**config.mk**
```make
export PLATFORM = sky130hd
export DESIGN_NAME = joystick_to_mouse_delta
export DESIGN_NICKNAME = d
export VERILOG_FILES = /design/src/rtl/jmd_pkg.sv /design/src/rtl/joystick_to_mouse_delta.sv
export SDC_FILE = /design/constraint.sdc
export NUM_CORES = 1
export LEC_CHECK = 0
export ABC_AREA = 0
export BUFFER_PORTS_ARGS = -buffer_cell sky130_fd_sc_hd__clkbuf_2
export CORE_MARGIN = 2
export CORE_UTILIZATION = 50
export DETAILED_ROUTE_END_ITERATION = 10
export PLACE_DENSITY = 0.74
export SLEW_MARGIN = 15
export SYNTH_ARGS = -nofsm -noshare
export SYNTH_HDL_FRONTEND = slang
export SYNTH_SLANG_ARGS = --single-unit
```
**constraint.sdc**
```tcl
create_clock -name clock -period 14.6 [get_ports clock]
set_input_delay 1.46 -clock clock [delete_from_list [all_inputs] [get_ports clock]]
set_output_delay 1.46 -clock clock [all_outputs]
set_load 0.02 [all_outputs]
```
**src/rtl/jmd_pkg.sv**
```systemverilog
package jmd_pkg;

   // sequencer states
   typedef enum logic [2:0] {
      ST_IDLE,
      ST_SETUP,
      ST_DIV_MAG,
      ST_DIV_K,
      ST_MUL_G,
      ST_MUL_K,
      ST_DIV_D,
      ST_OUT
   } state_type;

   // register indexes on the csr port
   localparam int CSR_IDX_W = 3;
   localparam logic [CSR_IDX_W-1:0] CSR_AXIS_MIN   = 3'd0;
   localparam logic [CSR_IDX_W-1:0] CSR_AXIS_MAX   = 3'd1;
   localparam logic [CSR_IDX_W-1:0] CSR_H_CENTER   = 3'd2;
   localparam logic [CSR_IDX_W-1:0] CSR_V_CENTER   = 3'd3;
   localparam logic [CSR_IDX_W-1:0] CSR_SPEED_GAIN = 3'd4;
   localparam logic [CSR_IDX_W-1:0] CSR_SPEED_DIV  = 3'd5;
   localparam logic [CSR_IDX_W-1:0] CSR_CUR_INTV   = 3'd6;
   localparam logic [CSR_IDX_W-1:0] CSR_SCR_INTV   = 3'd7;
   localparam int CSR_DATA_W = 16;

   localparam int DELTA_W = 8;
   localparam int MAG_W   = 7;
   localparam int GAIN_W  = 8;
   localparam int INTV_W  = 16;
   localparam int QUO_W   = 8;                    // one overflow bit + 7 result bits
   localparam int STEP_W  = 3;
   localparam int PROD1_W = MAG_W + GAIN_W;       // mag * gain
   localparam int PROD_W  = PROD1_W + MAG_W;      // mag * gain * k

   localparam logic [MAG_W-1:0] SCALE = 7'd127;   // full-scale magnitude

   localparam logic [GAIN_W-1:0] GAIN_RST = 8'd1;
   localparam logic [GAIN_W-1:0] DIV_RST  = 8'd15;
   localparam logic [INTV_W-1:0] CUR_RST  = 16'd10;
   localparam logic [INTV_W-1:0] SCR_RST  = 16'd100;

   localparam logic [DELTA_W-1:0] DELTA_POS_SAT = 8'h7f;
   localparam logic [DELTA_W-1:0] DELTA_NEG_SAT = 8'h80;

endpackage

```
**src/rtl/joystick_to_mouse_delta.sv**
```systemverilog
// channel  | dir | tdata (low bit up)                              | tuser
// ---------+-----+-------------------------------------------------+--------------
// req_     | in  | horizontal_sample, vertical_sample, button_level| scroll_mode
// rsp_     | out | move_x, move_y, scroll_h, scroll_v,              | updated
//          |     | button_pressed                                   |
// csr_     | in  | write enable, index 0..7, 16-bit data           | -
//
// A tick that does not reach its interval is answered in the cycle after its beat.
// A tick that fires passes per axis through a setup state, three 8-step
// restoring divisions on one shared bit-serial divider and the multiply states
// ST_MUL_G and ST_MUL_K (an axis at rest or on an empty side takes only the setup).
// Synchronous reset loads the register defaults and clears the tick counter.
// One tick is in work at a time; req_tready drops while the sequencer runs or
// while a result waits on rsp_tready.
module joystick_to_mouse_delta #(
   parameter int SAMPLE_BITS = 10,
   localparam int REQ_W = ((2 * SAMPLE_BITS + 1 + 7) / 8) * 8
) (
   input  logic                            clock,
   input  logic                            reset,
   input  logic                            req_tvalid,
   output logic                            req_tready,
   // horizontal_sample, vertical_sample, button_level, zero fill
   input  logic [REQ_W-1:0]                req_tdata,
   // scroll_mode
   input  logic                            req_tuser,
   output logic                            rsp_tvalid,
   input  logic                            rsp_tready,
   // move_x, move_y, scroll_h, scroll_v, button_pressed, zero fill
   output logic [39:0]                     rsp_tdata,
   // updated
   output logic                            rsp_tuser,
   input  logic                            csr_we,
   input  logic [jmd_pkg::CSR_IDX_W-1:0]   csr_index,
   input  logic [jmd_pkg::CSR_DATA_W-1:0]  csr_wdata
);

   localparam int SB    = SAMPLE_BITS;
   localparam int NUM_W = (SB + 7 > jmd_pkg::PROD_W) ? SB + 7 : jmd_pkg::PROD_W;
   localparam int DW    = jmd_pkg::DELTA_W;

   // configuration
   logic [SB-1:0]                   axis_min_ff, axis_max_ff, h_center_ff, v_center_ff;
   logic [jmd_pkg::GAIN_W-1:0]      gain_ff, div_ff;
   logic [jmd_pkg::INTV_W-1:0]      cur_intv_ff, scr_intv_ff;

   // control
   jmd_pkg::state_type              state_ff, state_in;
   logic [jmd_pkg::INTV_W-1:0]      ticks_ff, ticks_in;
   logic                            rsp_valid_ff, rsp_valid_in;

   // payload
   logic [SB-1:0]                   hs_ff, hs_in, vs_ff, vs_in;
   logic                            scroll_ff, scroll_in, button_ff, button_in;
   logic                            axis_ff, axis_in, neg_ff, neg_in;
   logic [NUM_W-1:0]                rem_ff, rem_in, dsh_ff, dsh_in;
   logic [jmd_pkg::QUO_W-1:0]       quo_ff, quo_in;
   logic [jmd_pkg::STEP_W-1:0]      step_ff, step_in;
   logic [jmd_pkg::MAG_W-1:0]       mag_ff, mag_in, k_ff, k_in;
   logic [jmd_pkg::PROD1_W-1:0]     prod_ff, prod_in;
   logic [DW-1:0]                   dh_ff, dh_in, dv_ff, dv_in;
   logic                            upd_ff, upd_in, btn_out_ff, btn_out_in;
   logic [DW-1:0]                   mx_ff, mx_in, my_ff, my_in, sh_ff, sh_in, sv_ff, sv_in;

   // combinational helpers
   logic                            req_fire;
   logic [jmd_pkg::INTV_W-1:0]      cnt_next, intv_sel;
   logic                            tick_fire;
   logic [SB-1:0]                   smp, ctr, offs, span;
   logic                            side_lo, side_empty;
   logic                            div_ge;
   logic [NUM_W-1:0]                rem_sub;
   logic [jmd_pkg::QUO_W-1:0]       quo_nx;
   logic [jmd_pkg::GAIN_W-1:0]      div_eff;
   logic [DW-1:0]                   delta;
   logic [DW-1:0]                   dmag;

   assign req_tready = (state_ff == jmd_pkg::ST_IDLE) && (!rsp_valid_ff || rsp_tready);
   assign req_fire   = req_tvalid && req_tready;

   assign cnt_next  = (ticks_ff == '1) ? ticks_ff : ticks_ff + 1'b1;
   assign intv_sel  = req_tuser ? scr_intv_ff : cur_intv_ff;
   assign tick_fire = cnt_next > intv_sel;

   // axis setup
   assign smp        = axis_ff ? vs_ff : hs_ff;
   assign ctr        = axis_ff ? v_center_ff : h_center_ff;
   assign side_lo    = smp < ctr;
   assign side_empty = (smp == ctr) ||
                       (side_lo ? (ctr <= axis_min_ff) : (axis_max_ff <= ctr));
   assign offs       = side_lo ? ctr - smp : smp - ctr;
   assign span       = side_lo ? ctr - axis_min_ff : axis_max_ff - ctr;

   // one restoring step; dsh holds the divisor aligned to the current bit
   assign div_ge  = rem_ff >= dsh_ff;
   assign rem_sub = rem_ff - dsh_ff;
   assign quo_nx  = {quo_ff[jmd_pkg::QUO_W-2:0], div_ge};

   assign div_eff = (div_ff == '0) ? 8'd1 : div_ff;

   // final delta: top quotient bit means the quotient reached 128
   assign dmag = {1'b0, quo_nx[jmd_pkg::MAG_W-1:0]};
   always_comb begin
      if (neg_ff) begin
         delta = quo_nx[jmd_pkg::QUO_W-1] ? jmd_pkg::DELTA_NEG_SAT : DW'(8'd0 - dmag);
      end else begin
         delta = quo_nx[jmd_pkg::QUO_W-1] ? jmd_pkg::DELTA_POS_SAT : dmag;
      end
   end

   always_comb begin
      state_in     = state_ff;
      ticks_in     = ticks_ff;
      rsp_valid_in = rsp_valid_ff && !rsp_tready;
      hs_in        = hs_ff;
      vs_in        = vs_ff;
      scroll_in    = scroll_ff;
      button_in    = button_ff;
      axis_in      = axis_ff;
      neg_in       = neg_ff;
      rem_in       = rem_ff;
      dsh_in       = dsh_ff;
      quo_in       = quo_ff;
      step_in      = step_ff;
      mag_in       = mag_ff;
      k_in         = k_ff;
      prod_in      = prod_ff;
      dh_in        = dh_ff;
      dv_in        = dv_ff;
      upd_in       = upd_ff;
      btn_out_in   = btn_out_ff;
      mx_in        = mx_ff;
      my_in        = my_ff;
      sh_in        = sh_ff;
      sv_in        = sv_ff;

      case (state_ff)
         jmd_pkg::ST_IDLE: begin
            if (req_fire) begin
               hs_in     = req_tdata[SB-1:0];
               vs_in     = req_tdata[2*SB-1:SB];
               button_in = req_tdata[2*SB];
               scroll_in = req_tuser;
               if (tick_fire) begin
                  ticks_in = '0;
                  axis_in  = 1'b0;
                  state_in = jmd_pkg::ST_SETUP;
               end else begin
                  ticks_in     = cnt_next;
                  rsp_valid_in = 1'b1;
                  upd_in       = 1'b0;
                  btn_out_in   = ~req_tdata[2*SB];
                  mx_in        = '0;
                  my_in        = '0;
                  sh_in        = '0;
                  sv_in        = '0;
               end
            end
         end
         jmd_pkg::ST_SETUP: begin
            neg_in  = side_lo;
            rem_in  = (NUM_W'(offs) << 7) - NUM_W'(offs);   // 127 * offs
            dsh_in  = NUM_W'(span) << 7;
            quo_in  = '0;
            step_in = '1;
            if (side_empty) begin
               if (!axis_ff) begin
                  dh_in   = '0;
                  axis_in = 1'b1;
               end else begin
                  dv_in    = '0;
                  state_in = jmd_pkg::ST_OUT;
               end
            end else begin
               state_in = jmd_pkg::ST_DIV_MAG;
            end
         end
         jmd_pkg::ST_DIV_MAG, jmd_pkg::ST_DIV_K, jmd_pkg::ST_DIV_D: begin
            rem_in  = div_ge ? rem_sub : rem_ff;
            dsh_in  = dsh_ff >> 1;
            quo_in  = quo_nx;
            step_in = step_ff - 1'b1;
            if (step_ff == '0) begin
               case (state_ff)
                  jmd_pkg::ST_DIV_MAG: begin
                     mag_in   = quo_nx[jmd_pkg::QUO_W-1] ? jmd_pkg::SCALE
                                                         : quo_nx[jmd_pkg::MAG_W-1:0];
                     rem_in   = NUM_W'(quo_nx[jmd_pkg::QUO_W-1] ? jmd_pkg::SCALE
                                                         : quo_nx[jmd_pkg::MAG_W-1:0]);
                     dsh_in   = NUM_W'(div_eff) << 7;
                     quo_in   = '0;
                     state_in = jmd_pkg::ST_DIV_K;
                  end
                  jmd_pkg::ST_DIV_K: begin
                     k_in     = quo_nx[jmd_pkg::MAG_W-1:0];
                     state_in = jmd_pkg::ST_MUL_G;
                  end
                  default: begin
                     if (!axis_ff) begin
                        dh_in    = delta;
                        axis_in  = 1'b1;
                        state_in = jmd_pkg::ST_SETUP;
                     end else begin
                        dv_in    = delta;
                        state_in = jmd_pkg::ST_OUT;
                     end
                  end
               endcase
            end
         end
         jmd_pkg::ST_MUL_G: begin
            prod_in  = jmd_pkg::PROD1_W'(mag_ff) * jmd_pkg::PROD1_W'(gain_ff);
            state_in = jmd_pkg::ST_MUL_K;
         end
         jmd_pkg::ST_MUL_K: begin
            rem_in   = NUM_W'(jmd_pkg::PROD_W'(prod_ff) * jmd_pkg::PROD_W'(k_ff));
            dsh_in   = NUM_W'(jmd_pkg::SCALE) << 7;
            quo_in   = '0;
            step_in  = '1;
            state_in = jmd_pkg::ST_DIV_D;
         end
         jmd_pkg::ST_OUT: begin
            if (!rsp_valid_ff || rsp_tready) begin
               rsp_valid_in = 1'b1;
               upd_in       = 1'b1;
               btn_out_in   = ~button_ff;
               mx_in        = scroll_ff ? '0 : dh_ff;
               my_in        = scroll_ff ? '0 : dv_ff;
               sh_in        = scroll_ff ? dh_ff : '0;
               sv_in        = scroll_ff ? dv_ff : '0;
               state_in     = jmd_pkg::ST_IDLE;
            end
         end
         default: begin
            state_in = jmd_pkg::ST_IDLE;
         end
      endcase
   end

   always_ff @(posedge clock) begin
      if (reset) begin
         state_ff     <= jmd_pkg::ST_IDLE;
         ticks_ff     <= '0;
         rsp_valid_ff <= 1'b0;
      end else begin
         state_ff     <= state_in;
         ticks_ff     <= ticks_in;
         rsp_valid_ff <= rsp_valid_in;
      end
   end

   always_ff @(posedge clock) begin
      if (reset) begin
         axis_min_ff <= SB'(190);
         axis_max_ff <= SB'(840);
         h_center_ff <= SB'(512);
         v_center_ff <= SB'(512);
         gain_ff     <= jmd_pkg::GAIN_RST;
         div_ff      <= jmd_pkg::DIV_RST;
         cur_intv_ff <= jmd_pkg::CUR_RST;
         scr_intv_ff <= jmd_pkg::SCR_RST;
      end else if (csr_we) begin
         case (csr_index)
            jmd_pkg::CSR_AXIS_MIN:   axis_min_ff <= csr_wdata[SB-1:0];
            jmd_pkg::CSR_AXIS_MAX:   axis_max_ff <= csr_wdata[SB-1:0];
            jmd_pkg::CSR_H_CENTER:   h_center_ff <= csr_wdata[SB-1:0];
            jmd_pkg::CSR_V_CENTER:   v_center_ff <= csr_wdata[SB-1:0];
            jmd_pkg::CSR_SPEED_GAIN: gain_ff     <= csr_wdata[jmd_pkg::GAIN_W-1:0];
            jmd_pkg::CSR_SPEED_DIV:  div_ff      <= csr_wdata[jmd_pkg::GAIN_W-1:0];
            jmd_pkg::CSR_CUR_INTV:   cur_intv_ff <= csr_wdata[jmd_pkg::INTV_W-1:0];
            jmd_pkg::CSR_SCR_INTV:   scr_intv_ff <= csr_wdata[jmd_pkg::INTV_W-1:0];
            default: begin
            end
         endcase
      end
   end

   always_ff @(posedge clock) begin
      hs_ff      <= hs_in;
      vs_ff      <= vs_in;
      scroll_ff  <= scroll_in;
      button_ff  <= button_in;
      axis_ff    <= axis_in;
      neg_ff     <= neg_in;
      rem_ff     <= rem_in;
      dsh_ff     <= dsh_in;
      quo_ff     <= quo_in;
      step_ff    <= step_in;
      mag_ff     <= mag_in;
      k_ff       <= k_in;
      prod_ff    <= prod_in;
      dh_ff      <= dh_in;
      dv_ff      <= dv_in;
      upd_ff     <= upd_in;
      btn_out_ff <= btn_out_in;
      mx_ff      <= mx_in;
      my_ff      <= my_in;
      sh_ff      <= sh_in;
      sv_ff      <= sv_in;
   end

   assign rsp_tvalid = rsp_valid_ff;
   assign rsp_tuser  = upd_ff;
   assign rsp_tdata  = {7'b0, btn_out_ff, sv_ff, sh_ff, my_ff, mx_ff};

   // a tick that did not fire gives all-zero deltas
   a_idle_zero: assert property (@(posedge clock) disable iff (reset)
      rsp_tvalid && !rsp_tuser |-> rsp_tdata[31:0] == '0)
      else $error("deltas nonzero on a tick without update");

   // only one of the cursor and scroll pairs carries data
   a_one_pair: assert property (@(posedge clock) disable iff (reset)
      rsp_tvalid |-> (rsp_tdata[15:0] == '0) || (rsp_tdata[31:16] == '0))
      else $error("cursor and scroll deltas both nonzero");

   // firing clears the tick counter
   a_fire_clear: assert property (@(posedge clock) disable iff (reset)
      req_fire && tick_fire |=> ticks_ff == '0 && state_ff == jmd_pkg::ST_SETUP)
      else $error("tick counter not cleared on update");

   // a non-firing beat is answered in the next cycle
   a_quick_rsp: assert property (@(posedge clock) disable iff (reset)
      req_fire && !tick_fire |=> rsp_tvalid && !rsp_tuser)
      else $error("non-updating tick not answered at once");

endmodule
```
==> flow_summary.yaml <==
power_and_ir_drop:
  power.static_leakage_nw: 9.10
  irDropWorstVdd_uv: 98.9
  power.density_cell_area_nw_per_um2: 153
sta:
  final.setup_skew_ps: 28.6
  final-max-slew-violation-count: 0
  fin_tns_setup_ps: 0
  rsz_0062_raised_after_global_routing: "no"
  fin_crit_sh_pct: 39.5
  post-route-worst-setup-slack_ps: 8830
  report.final.setup_viol: 0
  worst_hold_slack_ps: 455
  hold_violations: 0
  timing.max_slew.rel_slack_pct: 26.0
  fmaxAchievable_ghz: 0.173
  slew_at_the_pin_with_the_worst_max_slew_slack_ps: 1100
  final_critical_period_ps: 5770
detailed_routing:
  wirelength_um: 45300
  dr_total_vias: 14853
  antenna_violating_nets_post_route: 0
  drt_iter0_drc: 1134
  drt_first_pass_iters: 5
  avgViaCountPerCell: 5.62
  post_drt_wl_per_cell_um: 17.2
  remaining_drc_errors: 0
layout:
  final_cells: 2641
  layout_common_cells: "sky130_fd_sc_hd__nand2_1, sky130_fd_sc_hd__inv_1, sky130_fd_sc_hd__ha_1, sky130_fd_sc_hd__edfxtp_1, sky130_fd_sc_hd__a21oi_1"
  fill_cells: 3340
  mostFrequentLayoutCell: "sky130_fd_sc_hd__nand2_1"
  final_layout_size_suffix_gt1_share_pct: 7.65
  antenna_cells_inserted: 0
  layout.cell_area.non_filler_um2: 20800
  area_growth_syn_to_layout_pct: 8.80
  nNetsFinal: 2408
grt:
  globalRoute.totalOverflow: 0
  grt_pass1_vias: 14736
  grt_antenna_before_repair: 0
  track_usage_pct: 23.1
  grt_pass1_wl_um: 74200
  grt_max_degree: 90
synthesis:
  syn-instance-count: 2067
  synth.top_cell.area_share_pct: 23.9
  synth_top_cells_by_area: "sky130_fd_sc_hd__edfxtp_1, sky130_fd_sc_hd__dfxtp_1, sky130_fd_sc_hd__fa_1, sky130_fd_sc_hd__ha_1, sky130_fd_sc_hd__nand2_1"
  ys.flop_type: "sky130_fd_sc_hd__edfxtp_1"
  combinational_family_with_the_most_area_after_synthesis: "adder cells"
  yosys.area_share.xor_xnor_pct: 3.93
  post_synth_edffs: 152
  synthDistinctLibCells: 76
  yosys_warnings: 0
  postSynthAreaPerCell_um2: 9.26
  register_bit_total_from_synthesis: 260
  synth_area_leader_cell: "sky130_fd_sc_hd__edfxtp_1"
  syn-cell-area_um2: 19100
  seq_area_frac_synth_pct: 35.2
  post_synth_mux_area_share_pct: 3.60
  synthSimpleGateAreaFrac_pct: 18.5
  synth_adder_area_share_pct: 20.3
  synth-compound-area-share_pct: 12.6
  async_flop_share_pct: 0
die:
  die_area_um2: 39800
  initial_standard_cell_utilization_of_the_core_pct: 50.8
  die_y_um: 200
  die-width_um: 200
  num_rows: 71
  fp.coreArea_um2: 37700
  num_io_pins: 92
clocking:
  cts.path.max_buffers: 3
  clkSlewWorstSetupHoldPaths_ps: 60
  cts_tree: "built"
  number_of_buffers_inserted_by_hold_repair_at_cts: 0
  tritoncts.num_buffers: 28
  post-cts-setup-buffers: 0
  cts_repair_resize_count: 0
  clk_latency_ps: 560
  clock_sink_count: 260
  clockRootBuffer: "sky130_fd_sc_hd__clkbuf_16"
  cts.htree.levels: 1
worst_setup_path:
  critPathMaxFanout: 28
  critical_path_class: "register to register"
  cp-startpoint: "axis_ff$_DFFE_PP_"
  endpoint_kind: "register"
  timing.critical_path.arrival_ps: 6040
  rr_startpoint: "axis_ff$_DFFE_PP_"
  required_ps: 14870
  worst_r2r_endpoint: "rem_ff[10]$_DFFE_PP_"
  worst_setup_path_start_kind: "register"
  reg2reg_slack_ps: 8830
  worstRegToRegCells: 17
placed_design:
  place.detailed.instances: 2589
  pre_cts_slack_ps: 8960
  postPlaceCellArea_um2: 19900
  gp_congestion: 0.904
  place.detailed.hpwl_um: 34000
  buffer_ports.inserted: 81
run_status:
  run_status: "finished, final reports clean"
worst_hold_path:
  hold_end: "scr_intv_ff[13]$_SDFFE_PP0P_"
  hold_path.class: "register to register"
  worstHoldPathCells: 2
  min-delay-start: "scr_intv_ff[13]$_SDFFE_PP0P_"
run:
  max_cap_viol_count: 0
[synth_stat cells (all sizes together) (15+ instances only)]
cell and n:
inv 196, buf 22, mux2i 64, a31oi 18, nand2 311, clkbuf 67
o211ai 19, a21o 33, xnor2 48, nor2b 22, o21a 15, nor2 110
ha 153, xor2 37, fa 98, a21oi 135, nand3 61, nand4 15
and2 118, nor3 23, dfxtp 108, o21ai 54, and3 33, edfxtp 152
[layout make-up]
class                   count  area, µm²  share of cell area (%)
flip-flops and latches    260       6730                    32.3
well taps                 511        639                    3.07
clock buffers              43        798                    3.83
inverters                 198        743                    3.57
clock inverters             9       71.3                   0.343
repair buffers             94        503                    2.42
multi-input cells        1526      11300                    54.5
[worst max-delay path by stage]
stage	endpoint	slack, ps	depth (start not counted)
after global routing	rem_ff[10]$_DFFE_PP_	8560	17
after global placement	rem_ff[10]$_DFFE_PP_	9090	17
final	rem_ff[10]$_DFFE_PP_	8830	17
after detailed placement	rem_ff[10]$_DFFE_PP_	8960	17
after floorplan	btn_out_ff$_DFFE_PP_	8780	13
after CTS	rem_ff[10]$_DFFE_PP_	8930	17
[power breakdown]
group | switching (mW) | internal (mW) | total (mW)
sequential | 0.0841 | 0.987 | 1.07
combinational | 0.901 | 0.540 | 1.44
clock | 0.295 | 0.378 | 0.673
[per-layer routing]
layer | GRT usage, % | wire length, µm
met1 | 31.5 | 19900
met2 | 39.1 | 21800
met3 | 2.53 | 2590
met4 | 5.79 | 1040
met5 | 0 | 0
[critical path: stages (launching register included)]
cell,delay [ps]
sky130_fd_sc_hd__edfxtp_1,320
sky130_fd_sc_hd__buf_4,350
sky130_fd_sc_hd__mux2i_1,480
sky130_fd_sc_hd__inv_1,150
sky130_fd_sc_hd__ha_1,500
sky130_fd_sc_hd__a21oi_1,160
sky130_fd_sc_hd__o21ai_1,420
sky130_fd_sc_hd__o21bai_2,220
sky130_fd_sc_hd__buf_4,330
sky130_fd_sc_hd__mux2_2,390
sky130_fd_sc_hd__or3_1,310
sky130_fd_sc_hd__o211ai_1,340
sky130_fd_sc_hd__ha_1,370
sky130_fd_sc_hd__a21oi_1,360
sky130_fd_sc_hd__inv_1,150
sky130_fd_sc_hd__a31oi_1,260
sky130_fd_sc_hd__xnor2_1,170
sky130_fd_sc_hd__o221ai_1,160
[sequential cells by signal (all words and copies together) (netlist names), 8 cells and up]
register and flops:
rem_ff 22, dsh_ff 17, cur_intv_ff 16, scr_intv_ff 16, ticks_ff 16, prod_ff 15, axis_max_ff 10, axis_min_ff 10
h_center_ff 10, hs_ff 10, v_center_ff 10, vs_ff 10, dh_ff 8, div_ff 8, dv_ff 8, gain_ff 8
mx_ff 8, my_ff 8, sh_ff 8, sv_ff 8
[cell families (layout without fill, tap and decap cells)]
kind of cell,after synthesis,count (layout)
mux,68,68
flops,260,260
compound gates,372,372
buf+inv,287,344
simple gates,743,743
xor+xnor,85,85
fa+ha+maj,251,251
other cells,1,7
[stage by stage]
stage / power, mW / utilization, %
global route: 3.39 / 55.3
detailed placement: 2.49 / 52.9
global placement: 2.45 / 52.9
finish: 3.18 / 55.3
CTS: 3.17 / 55.2
floorplan: 2.14 / -
Power figures use the tool's default switching activity.
